<file path="src/hdl/chb_pkg.sv">
`default_nettype none

package chb_pkg;

  // input modes
  localparam logic [1:0] MODE_PLAIN  = 2'd0;
  localparam logic [1:0] MODE_SIGNED = 2'd1;
  localparam logic [1:0] MODE_INDEF  = 2'd2;

  // major types with special handling
  localparam logic [2:0] MAJOR_UINT   = 3'd0;
  localparam logic [2:0] MAJOR_NINT   = 3'd1;
  localparam logic [2:0] MAJOR_SIMPLE = 3'd7;

  // additional information codes
  localparam logic [4:0] AI_ONE_BYTE   = 5'd24;
  localparam logic [4:0] AI_TWO_BYTE   = 5'd25;
  localparam logic [4:0] AI_FOUR_BYTE  = 5'd26;
  localparam logic [4:0] AI_EIGHT_BYTE = 5'd27;
  localparam logic [4:0] AI_INDEF      = 5'd31;

  // argument byte counts
  localparam logic [3:0] LEN_ZERO  = 4'd0;
  localparam logic [3:0] LEN_ONE   = 4'd1;
  localparam logic [3:0] LEN_TWO   = 4'd2;
  localparam logic [3:0] LEN_FOUR  = 4'd4;
  localparam logic [3:0] LEN_EIGHT = 4'd8;

  // command queue between classifier and serializer
  localparam int Q_DEPTH = 2;
  localparam int Q_PTR_W = (Q_DEPTH > 1) ? $clog2(Q_DEPTH) : 1;
  localparam int Q_CNT_W = $clog2(Q_DEPTH + 1);

  // one classified head, ready to serialize
  typedef struct packed {
    logic [7:0]  init_byte;
    logic [3:0]  nbytes;
    logic [63:0] arg;
    logic        rejected;
  } cmd_t;

endpackage

`default_nettype wire

</file>
<file path="src/hdl/cbor_head_encoder.sv">
`default_nettype none

// CBOR head encoder: each accepted item (mode, major type, 64-bit argument,
// minimum argument length) becomes one CBOR head in preferred form, sent one
// byte per result item, initial byte first and argument bytes big endian, with
// out_last on the final byte. A reserved simple value is answered with a single
// zero byte flagged by out_rejected. Results come out at one byte per cycle
// while out_pop drains the output; an item is sent as 1 + n bytes, where n is
// 0, 1, 2, 4 or 8 argument bytes. A classifier register and a two-entry
// command queue sit ahead of the serializer, so new items are taken while
// earlier heads are still being sent; the first byte of a head passes the
// classifier register, the queue and the output register in that order.
module cbor_head_encoder (
  input  wire logic        clk,
  input  wire logic        rst_n,
  input  wire logic        in_push,
  output logic             in_full,
  input  wire logic [1:0]  in_mode,
  input  wire logic [2:0]  in_major_type,
  input  wire logic [63:0] in_argument,
  input  wire logic [3:0]  in_min_len,
  output logic             out_empty,
  input  wire logic        out_pop,
  output logic [7:0]       out_byte,
  output logic             out_last,
  output logic             out_rejected
);

  logic          q_push;
  logic          q_full;
  logic          q_pop;
  logic          q_empty;
  chb_pkg::cmd_t push_cmd;
  chb_pkg::cmd_t head_cmd;

  // classify requests
  chb_front u_front (
    .clk           (clk),
    .rst_n         (rst_n),
    .in_push       (in_push),
    .in_full       (in_full),
    .in_mode       (in_mode),
    .in_major_type (in_major_type),
    .in_argument   (in_argument),
    .in_min_len    (in_min_len),
    .q_push        (q_push),
    .q_cmd         (push_cmd),
    .q_full        (q_full)
  );

  // decouple classifier and serializer
  chb_queue u_queue (
    .clk      (clk),
    .rst_n    (rst_n),
    .push     (q_push),
    .push_cmd (push_cmd),
    .full     (q_full),
    .pop      (q_pop),
    .head_cmd (head_cmd),
    .empty    (q_empty)
  );

  // send head bytes
  chb_back u_back (
    .clk          (clk),
    .rst_n        (rst_n),
    .head_cmd     (head_cmd),
    .q_empty      (q_empty),
    .q_pop        (q_pop),
    .out_empty    (out_empty),
    .out_pop      (out_pop),
    .out_byte     (out_byte),
    .out_last     (out_last),
    .out_rejected (out_rejected)
  );

endmodule

`default_nettype wire

</file>
<file path="src/hdl/chb_front.sv">
`default_nettype none

module chb_front (
  input  wire logic          clk,
  input  wire logic          rst_n,
  input  wire logic          in_push,
  output logic               in_full,
  input  wire logic [1:0]    in_mode,
  input  wire logic [2:0]    in_major_type,
  input  wire logic [63:0]   in_argument,
  input  wire logic [3:0]    in_min_len,
  output logic               q_push,
  output chb_pkg::cmd_t      q_cmd,
  input  wire logic          q_full
);

  logic          valid_r;
  logic          valid_nxt;
  chb_pkg::cmd_t cmd_r;
  chb_pkg::cmd_t cmd_c;
  logic          accept;

  // classify the incoming request into a head command
  always_comb begin
    logic [2:0]  major;
    logic [63:0] arg;
    logic [3:0]  ml;
    logic        fits1;
    logic        fits2;
    logic        fits4;
    logic        arg_tiny;
    logic        reserved;
    major    = in_major_type;
    arg      = in_argument;
    ml       = (in_min_len > chb_pkg::LEN_EIGHT) ? chb_pkg::LEN_EIGHT : in_min_len;
    cmd_c    = '0;
    if (in_mode == chb_pkg::MODE_SIGNED) begin
      if (in_argument[63]) begin
        major = chb_pkg::MAJOR_NINT;
        arg   = ~in_argument;
      end else begin
        major = chb_pkg::MAJOR_UINT;
      end
    end
    fits1    = (arg[63:8] == '0);
    fits2    = (arg[63:16] == '0);
    fits4    = (arg[63:32] == '0);
    arg_tiny = (arg[63:5] == '0) && (arg[4:3] != 2'b11);
    // simple values 24..31 are reserved unless a float width is asked for
    reserved = (in_mode != chb_pkg::MODE_SIGNED) && (major == chb_pkg::MAJOR_SIMPLE) &&
               (arg[63:5] == '0) && (arg[4:3] == 2'b11) && (in_min_len == chb_pkg::LEN_ZERO);
    cmd_c.arg = arg;
    if (in_mode == chb_pkg::MODE_INDEF) begin
      cmd_c.init_byte = {major, chb_pkg::AI_INDEF};
      cmd_c.nbytes    = chb_pkg::LEN_ZERO;
    end else if (reserved) begin
      cmd_c.init_byte = '0;
      cmd_c.nbytes    = chb_pkg::LEN_ZERO;
      cmd_c.rejected  = 1'b1;
    end else if (arg_tiny && (ml == chb_pkg::LEN_ZERO)) begin
      cmd_c.init_byte = {major, arg[4:0]};
      cmd_c.nbytes    = chb_pkg::LEN_ZERO;
    end else if ((ml <= chb_pkg::LEN_ONE) && fits1) begin
      cmd_c.init_byte = {major, chb_pkg::AI_ONE_BYTE};
      cmd_c.nbytes    = chb_pkg::LEN_ONE;
    end else if ((ml <= chb_pkg::LEN_TWO) && fits2) begin
      cmd_c.init_byte = {major, chb_pkg::AI_TWO_BYTE};
      cmd_c.nbytes    = chb_pkg::LEN_TWO;
    end else if ((ml <= chb_pkg::LEN_FOUR) && fits4) begin
      cmd_c.init_byte = {major, chb_pkg::AI_FOUR_BYTE};
      cmd_c.nbytes    = chb_pkg::LEN_FOUR;
    end else begin
      cmd_c.init_byte = {major, chb_pkg::AI_EIGHT_BYTE};
      cmd_c.nbytes    = chb_pkg::LEN_EIGHT;
    end
  end

  // input stage handshake
  assign in_full = valid_r && q_full;
  assign accept  = in_push && !in_full;
  assign q_push  = valid_r && !q_full;
  assign q_cmd   = cmd_r;

  always_comb begin
    valid_nxt = valid_r;
    if (accept) begin
      valid_nxt = 1'b1;
    end else if (q_push) begin
      valid_nxt = 1'b0;
    end
  end

  always_ff @(posedge clk) begin
    if (!rst_n) begin
      valid_r <= 1'b0;
    end else begin
      valid_r <= valid_nxt;
    end
  end

  always_ff @(posedge clk) begin
    if (accept) begin
      cmd_r <= cmd_c;
    end
  end

endmodule

`default_nettype wire

</file>
<file path="src/hdl/chb_queue.sv">
`default_nettype none

module chb_queue (
  input  wire logic          clk,
  input  wire logic          rst_n,
  input  wire logic          push,
  input  wire chb_pkg::cmd_t push_cmd,
  output logic               full,
  input  wire logic          pop,
  output chb_pkg::cmd_t      head_cmd,
  output logic               empty
);

  chb_pkg::cmd_t                  mem_r [chb_pkg::Q_DEPTH];
  logic [chb_pkg::Q_PTR_W-1:0]    wr_ptr_r;
  logic [chb_pkg::Q_PTR_W-1:0]    wr_ptr_nxt;
  logic [chb_pkg::Q_PTR_W-1:0]    rd_ptr_r;
  logic [chb_pkg::Q_PTR_W-1:0]    rd_ptr_nxt;
  logic [chb_pkg::Q_CNT_W-1:0]    count_r;
  logic [chb_pkg::Q_CNT_W-1:0]    count_nxt;

  assign full     = (count_r == chb_pkg::Q_CNT_W'(chb_pkg::Q_DEPTH));
  assign empty    = (count_r == '0);
  assign head_cmd = mem_r[rd_ptr_r];

  // pointer and fill count update
  always_comb begin
    wr_ptr_nxt = wr_ptr_r;
    rd_ptr_nxt = rd_ptr_r;
    count_nxt  = count_r;
    if (push) begin
      wr_ptr_nxt = (wr_ptr_r == chb_pkg::Q_PTR_W'(chb_pkg::Q_DEPTH - 1)) ? '0 :
                   wr_ptr_r + 1'b1;
    end
    if (pop) begin
      rd_ptr_nxt = (rd_ptr_r == chb_pkg::Q_PTR_W'(chb_pkg::Q_DEPTH - 1)) ? '0 :
                   rd_ptr_r + 1'b1;
    end
    if (push && !pop) begin
      count_nxt = count_r + 1'b1;
    end else if (pop && !push) begin
      count_nxt = count_r - 1'b1;
    end
  end

  always_ff @(posedge clk) begin
    if (!rst_n) begin
      wr_ptr_r <= '0;
      rd_ptr_r <= '0;
      count_r  <= '0;
    end else begin
      wr_ptr_r <= wr_ptr_nxt;
      rd_ptr_r <= rd_ptr_nxt;
      count_r  <= count_nxt;
    end
  end

  // storage write
  always_ff @(posedge clk) begin
    if (push) begin
      mem_r[wr_ptr_r] <= push_cmd;
    end
  end

`ifndef SYNTHESIS
  // fill count never goes past the depth
  a_count_bound: assert property (@(posedge clk) disable iff (!rst_n)
    count_r <= chb_pkg::Q_CNT_W'(chb_pkg::Q_DEPTH))
    else $error("command queue overfilled");
`endif

endmodule

`default_nettype wire

</file>
<file path="src/hdl/chb_back.sv">
`default_nettype none

module chb_back (
  input  wire logic          clk,
  input  wire logic          rst_n,
  input  wire chb_pkg::cmd_t head_cmd,
  input  wire logic          q_empty,
  output logic               q_pop,
  output logic               out_empty,
  input  wire logic          out_pop,
  output logic [7:0]         out_byte,
  output logic               out_last,
  output logic               out_rejected
);

  logic [3:0] k_r;
  logic [3:0] k_nxt;
  logic       out_valid_r;
  logic       out_valid_nxt;
  logic [7:0] byte_r;
  logic       last_r;
  logic       rej_r;
  logic       take;
  logic       is_last;
  logic [3:0] remain;
  logic [2:0] sel;
  logic [7:0] byte_c;

  // pick the next head byte: initial byte, then argument high byte first
  assign is_last = (k_r == head_cmd.nbytes);
  assign remain  = head_cmd.nbytes - k_r;
  assign sel     = remain[2:0];
  assign byte_c  = (k_r == chb_pkg::LEN_ZERO) ? head_cmd.init_byte :
                   head_cmd.arg[{sel, 3'b000} +: 8];

  // output register loads when empty or being drained
  assign take  = !q_empty && (!out_valid_r || out_pop);
  assign q_pop = take && is_last;

  always_comb begin
    k_nxt         = k_r;
    out_valid_nxt = out_valid_r;
    if (take) begin
      out_valid_nxt = 1'b1;
      k_nxt         = is_last ? '0 : k_r + 1'b1;
    end else if (out_pop) begin
      out_valid_nxt = 1'b0;
    end
  end

  always_ff @(posedge clk) begin
    if (!rst_n) begin
      k_r         <= '0;
      out_valid_r <= 1'b0;
    end else begin
      k_r         <= k_nxt;
      out_valid_r <= out_valid_nxt;
    end
  end

  always_ff @(posedge clk) begin
    if (take) begin
      byte_r <= byte_c;
      last_r <= is_last;
      rej_r  <= head_cmd.rejected;
    end
  end

  assign out_empty    = !out_valid_r;
  assign out_byte     = byte_r;
  assign out_last     = last_r;
  assign out_rejected = rej_r;

`ifndef SYNTHESIS
  // a refused item is a single zero byte
  a_reject_form: assert property (@(posedge clk) disable iff (!rst_n)
    (out_valid_r && rej_r) |-> (last_r && (byte_r == '0)))
    else $error("rejected item not a single zero byte");

  // mid-head position only while a head is at the queue front
  a_pos_has_head: assert property (@(posedge clk) disable iff (!rst_n)
    (k_r != '0) |-> !q_empty)
    else $error("byte position set with no head queued");

  // position never passes the head's argument length
  a_pos_bound: assert property (@(posedge clk) disable iff (!rst_n)
    !q_empty |-> (k_r <= head_cmd.nbytes))
    else $error("byte position beyond head length");
`endif

endmodule

`default_nettype wire
</file>
<file path="config.mk">
export PLATFORM = sky130hd
export DESIGN_NAME = cbor_head_encoder
export DESIGN_NICKNAME = d
export VERILOG_FILES = /design/src/hdl/chb_pkg.sv /design/src/hdl/cbor_head_encoder.sv /design/src/hdl/chb_front.sv /design/src/hdl/chb_queue.sv /design/src/hdl/chb_back.sv
export SDC_FILE = /design/constraint.sdc
export NUM_CORES = 1
export LEC_CHECK = 0
export ABC_AREA = 1
export BUFFER_PORTS_ARGS = -buffer_cell sky130_fd_sc_hd__buf_2
export CAP_MARGIN = 10
export CELL_PAD_IN_SITES_DETAIL_PLACEMENT = 1
export CELL_PAD_IN_SITES_GLOBAL_PLACEMENT = 2
export CORE_AREA = 5 5 176 178
export DETAILED_ROUTE_END_ITERATION = 7
export DIE_AREA = 0 0 181 183
export PLACE_DENSITY = 0.79
export SLEW_MARGIN = 15
export SYNTH_ARGS = -nofsm -noshare
export SYNTH_HDL_FRONTEND = slang
export SYNTH_SLANG_ARGS = --single-unit
</file>
<file path="constraint.sdc">
create_clock -name clk -period 6.2 [get_ports clk]
set_input_delay 0.31 -clock clk [delete_from_list [all_inputs] [get_ports clk]]
set_output_delay 0.31 -clock clk [all_outputs]
set_load 0.05 [all_outputs]
</file>
==> flow_summary.html <==
<table>
<tr><th>Metric</th><th>Value</th></tr>
<tr><th colspan="2">Power and ir drop</th></tr>
<tr><td>Maximum VDD drop</td><td>between 0.00015 and 0.0002 V</td></tr>
<tr><td>Total leakage power</td><td>5.30 nW</td></tr>
<tr><td>Power density of the placed cells</td><td>around 320 nW/um2</td></tr>
<tr><td>Design Power</td><td>0.00414 W</td></tr>
<tr><th colspan="2">Global route</th></tr>
<tr><td>Global router's overall resource usage</td><td>between 10% and 20%</td></tr>
<tr><td>Global-route met1 utilization</td><td>~22%</td></tr>
<tr><td>Largest net degree at the start of global routing</td><td>78</td></tr>
<tr><td>Via count of the first global-routing pass</td><td>slightly above 8000</td></tr>
<tr><td>Met2 track utilization from global routing</td><td>30.3%</td></tr>
<tr><td>First-pass GRT wire length</td><td>between 40000 and 50000 um</td></tr>
<tr><td>Initial antenna violation count</td><td>0</td></tr>
<tr><td>Met3 global-route usage</td><td>3.19%</td></tr>
<tr><td>Total global routing overflow</td><td>0</td></tr>
<tr><td>Peak-usage layer in the global routing report</td><td>met2</td></tr>
<tr><th colspan="2">Detailed routing</th></tr>
<tr><td>Per-cell via count in the routed design</td><td>about 4.9</td></tr>
<tr><td>Number of detailed-route iterations in the first pass</td><td>7</td></tr>
<tr><td>Remaining DRCs</td><td>0</td></tr>
<tr><td>Vias</td><td>7689</td></tr>
<tr><td>Final Routed Wirelength</td><td>28700 um</td></tr>
<tr><td>Wirelength per Cell</td><td>roughly 18 um</td></tr>
<tr><td>Residual antenna-violating net count after detailed routing</td><td>0</td></tr>
<tr><td>Initial DRC Count</td><td>413</td></tr>
<tr><th colspan="2">STA</th></tr>
<tr><td>RSZ-0062 raised after global routing</td><td>no</td></tr>
<tr><td>Number of setup violations in the final report</td><td>0</td></tr>
<tr><td>Setup Total Neg Slack</td><td>0 ns</td></tr>
<tr><td>Clock Skew</td><td>between 0.02 and 0.025 ns</td></tr>
<tr><td>Share of the clock period used by the worst path after layout</td><td>60.3%</td></tr>
<tr><td>Transition at the pin with the smallest max-transition slack</td><td>1.10 ns</td></tr>
<tr><td>Relative slew margins</td><td>26.5%</td></tr>
<tr><td>Achievable clock frequency</td><td>267 MHz</td></tr>
<tr><td>Final critical delay including setup and external delays</td><td>about 3.7 ns</td></tr>
<tr><td>Number of pins exceeding their max-slew limit in the final report</td><td>0</td></tr>
<tr><td>Final number of hold-violating endpoints</td><td>0</td></tr>
<tr><th colspan="2">Die</th></tr>
<tr><td>Die outline area</td><td>33100 um2</td></tr>
<tr><td>Core ar.</td><td>29200 um2</td></tr>
<tr><td>Standard-cell rows</td><td>63</td></tr>
<tr><td>Initial Util</td><td>38.5%</td></tr>
<tr><td>Die H</td><td>183 um</td></tr>
<tr><td>Width of the chip</td><td>approximately 180 um</td></tr>
<tr><td>Top-level I/O count</td><td>89</td></tr>
<tr><th colspan="2">Clocking</th></tr>
<tr><td>TritonCTS clock tree</td><td>yes</td></tr>
<tr><td>Hold buffers post-CTS</td><td>0</td></tr>
<tr><td>Number of levels the H-tree was split into</td><td>1</td></tr>
<tr><td># clock sinks</td><td>252</td></tr>
<tr><td># resized after CTS</td><td>0</td></tr>
<tr><td>Root Buffer Master</td><td>clkbuf_16</td></tr>
<tr><td>Buffers from clock root to sink, at most</td><td>3</td></tr>
<tr><td>CTS buffer count</td><td>27</td></tr>
<tr><td>Insertion delay of the later-clocked pin in the worst-skew pair</td><td>0.54 ns</td></tr>
<tr><td>Post-CTS setup-driven buffer insertion count</td><td>0</td></tr>
<tr><td>Clock transition at the register clock pins on the worst setup and hold paths after CTS</td><td>0.06 ns</td></tr>
<tr><th colspan="2">Placement</th></tr>
<tr><td>Placer congestion estimate</td><td>0.797</td></tr>
<tr><td>PortBufs</td><td>88</td></tr>
<tr><td>Dpl hpwl</td><td>19800 um</td></tr>
<tr><th colspan="2">Hold path</th></tr>
<tr><td>Worst hold path class</td><td>in2reg</td></tr>
<tr><td>Worst hold path stage count</td><td>3</td></tr>
<tr><td>Startpoint of the worst hold path</td><td>rst_n</td></tr>
<tr><td>Destination of the worst hold path</td><td>u_queue.wr_ptr_r</td></tr>
<tr><th colspan="2">Run status</th></tr>
<tr><td>Status</td><td>finished, final reports clean</td></tr>
<tr><th colspan="2">Logic synthesis</th></tr>
<tr><td>Compound-cell area share of the yosys netlist</td><td>5.58%</td></tr>
<tr><td>Xor/xnor share of the synthesized area</td><td>under 10%</td></tr>
<tr><td>Synthesized instance count</td><td>1095</td></tr>
<tr><td>Post-synthesis net count</td><td>1178</td></tr>
<tr><td>Flop and latch count out of synthesis</td><td>around 250</td></tr>
<tr><td>Ys Warns</td><td>0</td></tr>
<tr><td>Sequential fraction of the synthesis area</td><td>66.2%</td></tr>
<tr><td>Synthesized-area fraction occupied by and/or/nand/nor cells</td><td>18.4%</td></tr>
<tr><td>Count of different cell masters after synthesis</td><td>32</td></tr>
<tr><td>Largest family of logic cells by synthesized area</td><td>simple AND/OR/NAND/NOR gates</td></tr>
<tr><td>Post-synthesis instance area</td><td>around 11000 um2</td></tr>
<tr><td>Adder-cell share of the synthesized area</td><td>0.733%</td></tr>
<tr><td>Multiplexer area fraction after synthesis</td><td>0.800%</td></tr>
<tr><td>Post-Synthesis Mean Instance Area</td><td>10.3 um2</td></tr>
<tr><th colspan="2">Final layout</th></tr>
<tr><td>Layout area overhead</td><td>13.8%</td></tr>
<tr><td>Fraction of final layout cells with drive strength greater than 1</td><td>around 13%</td></tr>
<tr><td>Diodes inserted</td><td>0</td></tr>
<tr><td>Highest-count cells in the layout ignoring fill and taps</td><td>nand2_1, edfxtp_1, inv_1</td></tr>
<tr><td>Most common library cell in the layout ignoring fill and taps</td><td>nand2_1</td></tr>
<tr><td>Final #Nets</td><td>1256</td></tr>
<tr><th colspan="2">Critical path</th></tr>
<tr><td>Critical path data arrival time</td><td>4.03 ns</td></tr>
<tr><td>Critical path required time</td><td>around 6.5 ns</td></tr>
<tr><td>Category of the worst setup path launch point</td><td>flop</td></tr>
<tr><td>Critical path fanouts, max</td><td>67</td></tr>
<tr><td>Critical path type</td><td>reg2reg</td></tr>
<tr><td>R2R Setup Slk</td><td>2.46 ns</td></tr>
<tr><td>Crit end category</td><td>flop</td></tr>
<tr><td>Worst r2r dst</td><td>u_back.out_byte[2]</td></tr>
<tr><td>Number of cell instances on the worst register-to-register path</td><td>10</td></tr>
<tr><th colspan="2">Job</th></tr>
<tr><td>Maximum Capacitance Violations</td><td>0</td></tr>
</table>
## power breakdown
group	switching, W	internal (W)
sequential	0.0000436	0.00200
combinational	0.000462	0.000165
clock	0.000630	0.000833
## cell usage after synthesis
library cell  number  area (um2)
dfxtp_1           11         220
nand4_1           36         225
nand2_1          280        1050
mux2i_1            9        90.1
buf_1              3        11.3
buf_4              1        7.51
xor2_2             1        16.3
nand2_2            3        18.8
nor4_2             1        12.5
a21oi_1            9        45.0
nor2_8             1        20.0
nor3_1             1        5.00
xnor2_1            7        61.3
buf_2             12        60.1
xor2_1             5        43.8
o21ai_0           95         475
inv_4              1        6.26
nor2_4             1        11.3
edfxtp_1         241        7240
ha_1               5        62.6
nor2_1           143         537
inv_2              2        7.51
o22ai_1           16         100
nand3_2            1        10.0
fa_1               1        20.0
nor2_2             1        6.26
a211oi_1           1        7.51
clkbuf_1          25        93.8
nand3_4            2        35.0
nand3_1           27         135
inv_1            146         548
buf_6              7        78.8
## flip-flops by register name, summed over array words and instances (netlist names), named ones only
name / count
u_queue.rd_ptr_r: 1
u_back.out_last: 1
u_queue.mem_r: 154
u_front.q_cmd: 77
u_back.out_byte: 8
u_back.k_r: 4
u_back.out_rejected: 1
u_queue.wr_ptr_r: 1
u_queue.count_r: 2
u_back.out_valid_r: 1
u_front.valid_r: 1
## how the worst max path moves through the flow
stage	start	end	slack [ns]	cells after the start
after CTS	flop	u_back.out_byte[2]	2.43	10
after floorplan	u_queue.count_r[0]	u_queue.mem_r[1][0]	1.79	4
after detailed placement	flop	u_back.out_byte[2]	2.46	10
after global placement	flop	u_back.out_byte[1]	2.64	10
after global routing	flop	u_back.out_byte[2]	2.09	10
final	flop	u_back.out_byte[2]	2.46	10
## metal layers
layer | part of all wire [%] | up-vias
li1 | - | 3768
met1 | 43 | 3719
met2 | 49 | 160
met3 | 4.8 | 42
met4 | 2.5 | 0
met5 | 0 | -
## critical path, stage by stage, from the launching register on
cell and delay [ns]:
dfxtp_2 0.89, clkinv_1 0.16, buf_4 0.38, nand2_1 0.14, nand2_1 0.11, fa_1 0.89
inv_1 0.39, nand2_1 0.16, nand2_1 0.08, o22ai_1 0.16, o21ai_0 0.11
## per-stage QoR
stage               hold WS [ns]  cells  area (um2)  setup slack [ns]  util (%)
floorplan                  0.421   1095       11300              1.79         -
global placement           0.423   1534       12000              2.64      41.1
detailed placement         0.431   1534       12000              2.46      41.1
CTS                       0.0323   1582       12800              2.43      43.8
global route              0.0548   1582       12800              2.09      43.8
finish                    0.0493   1582       12800              2.46      43.8
## cells by family after synthesis
kind of cell | after synthesis
buf+inv | 197
xor+xnor | 13
compound gates | 121
simple gates | 497
flops | 252
mux | 9
fa+ha+maj | 6
## area by class of cell
class | instances | area, um2
multi-input cells | 646 | 3000
fillers | 3245 | 16400
well taps | 390 | 488
clock inverters | 17 | 106
flip-flops and latches | 252 | 7460
clock buffers | 31 | 691
inverters | 149 | 562
repair buffers | 97 | 508
(Power assumes the default switching activity.)
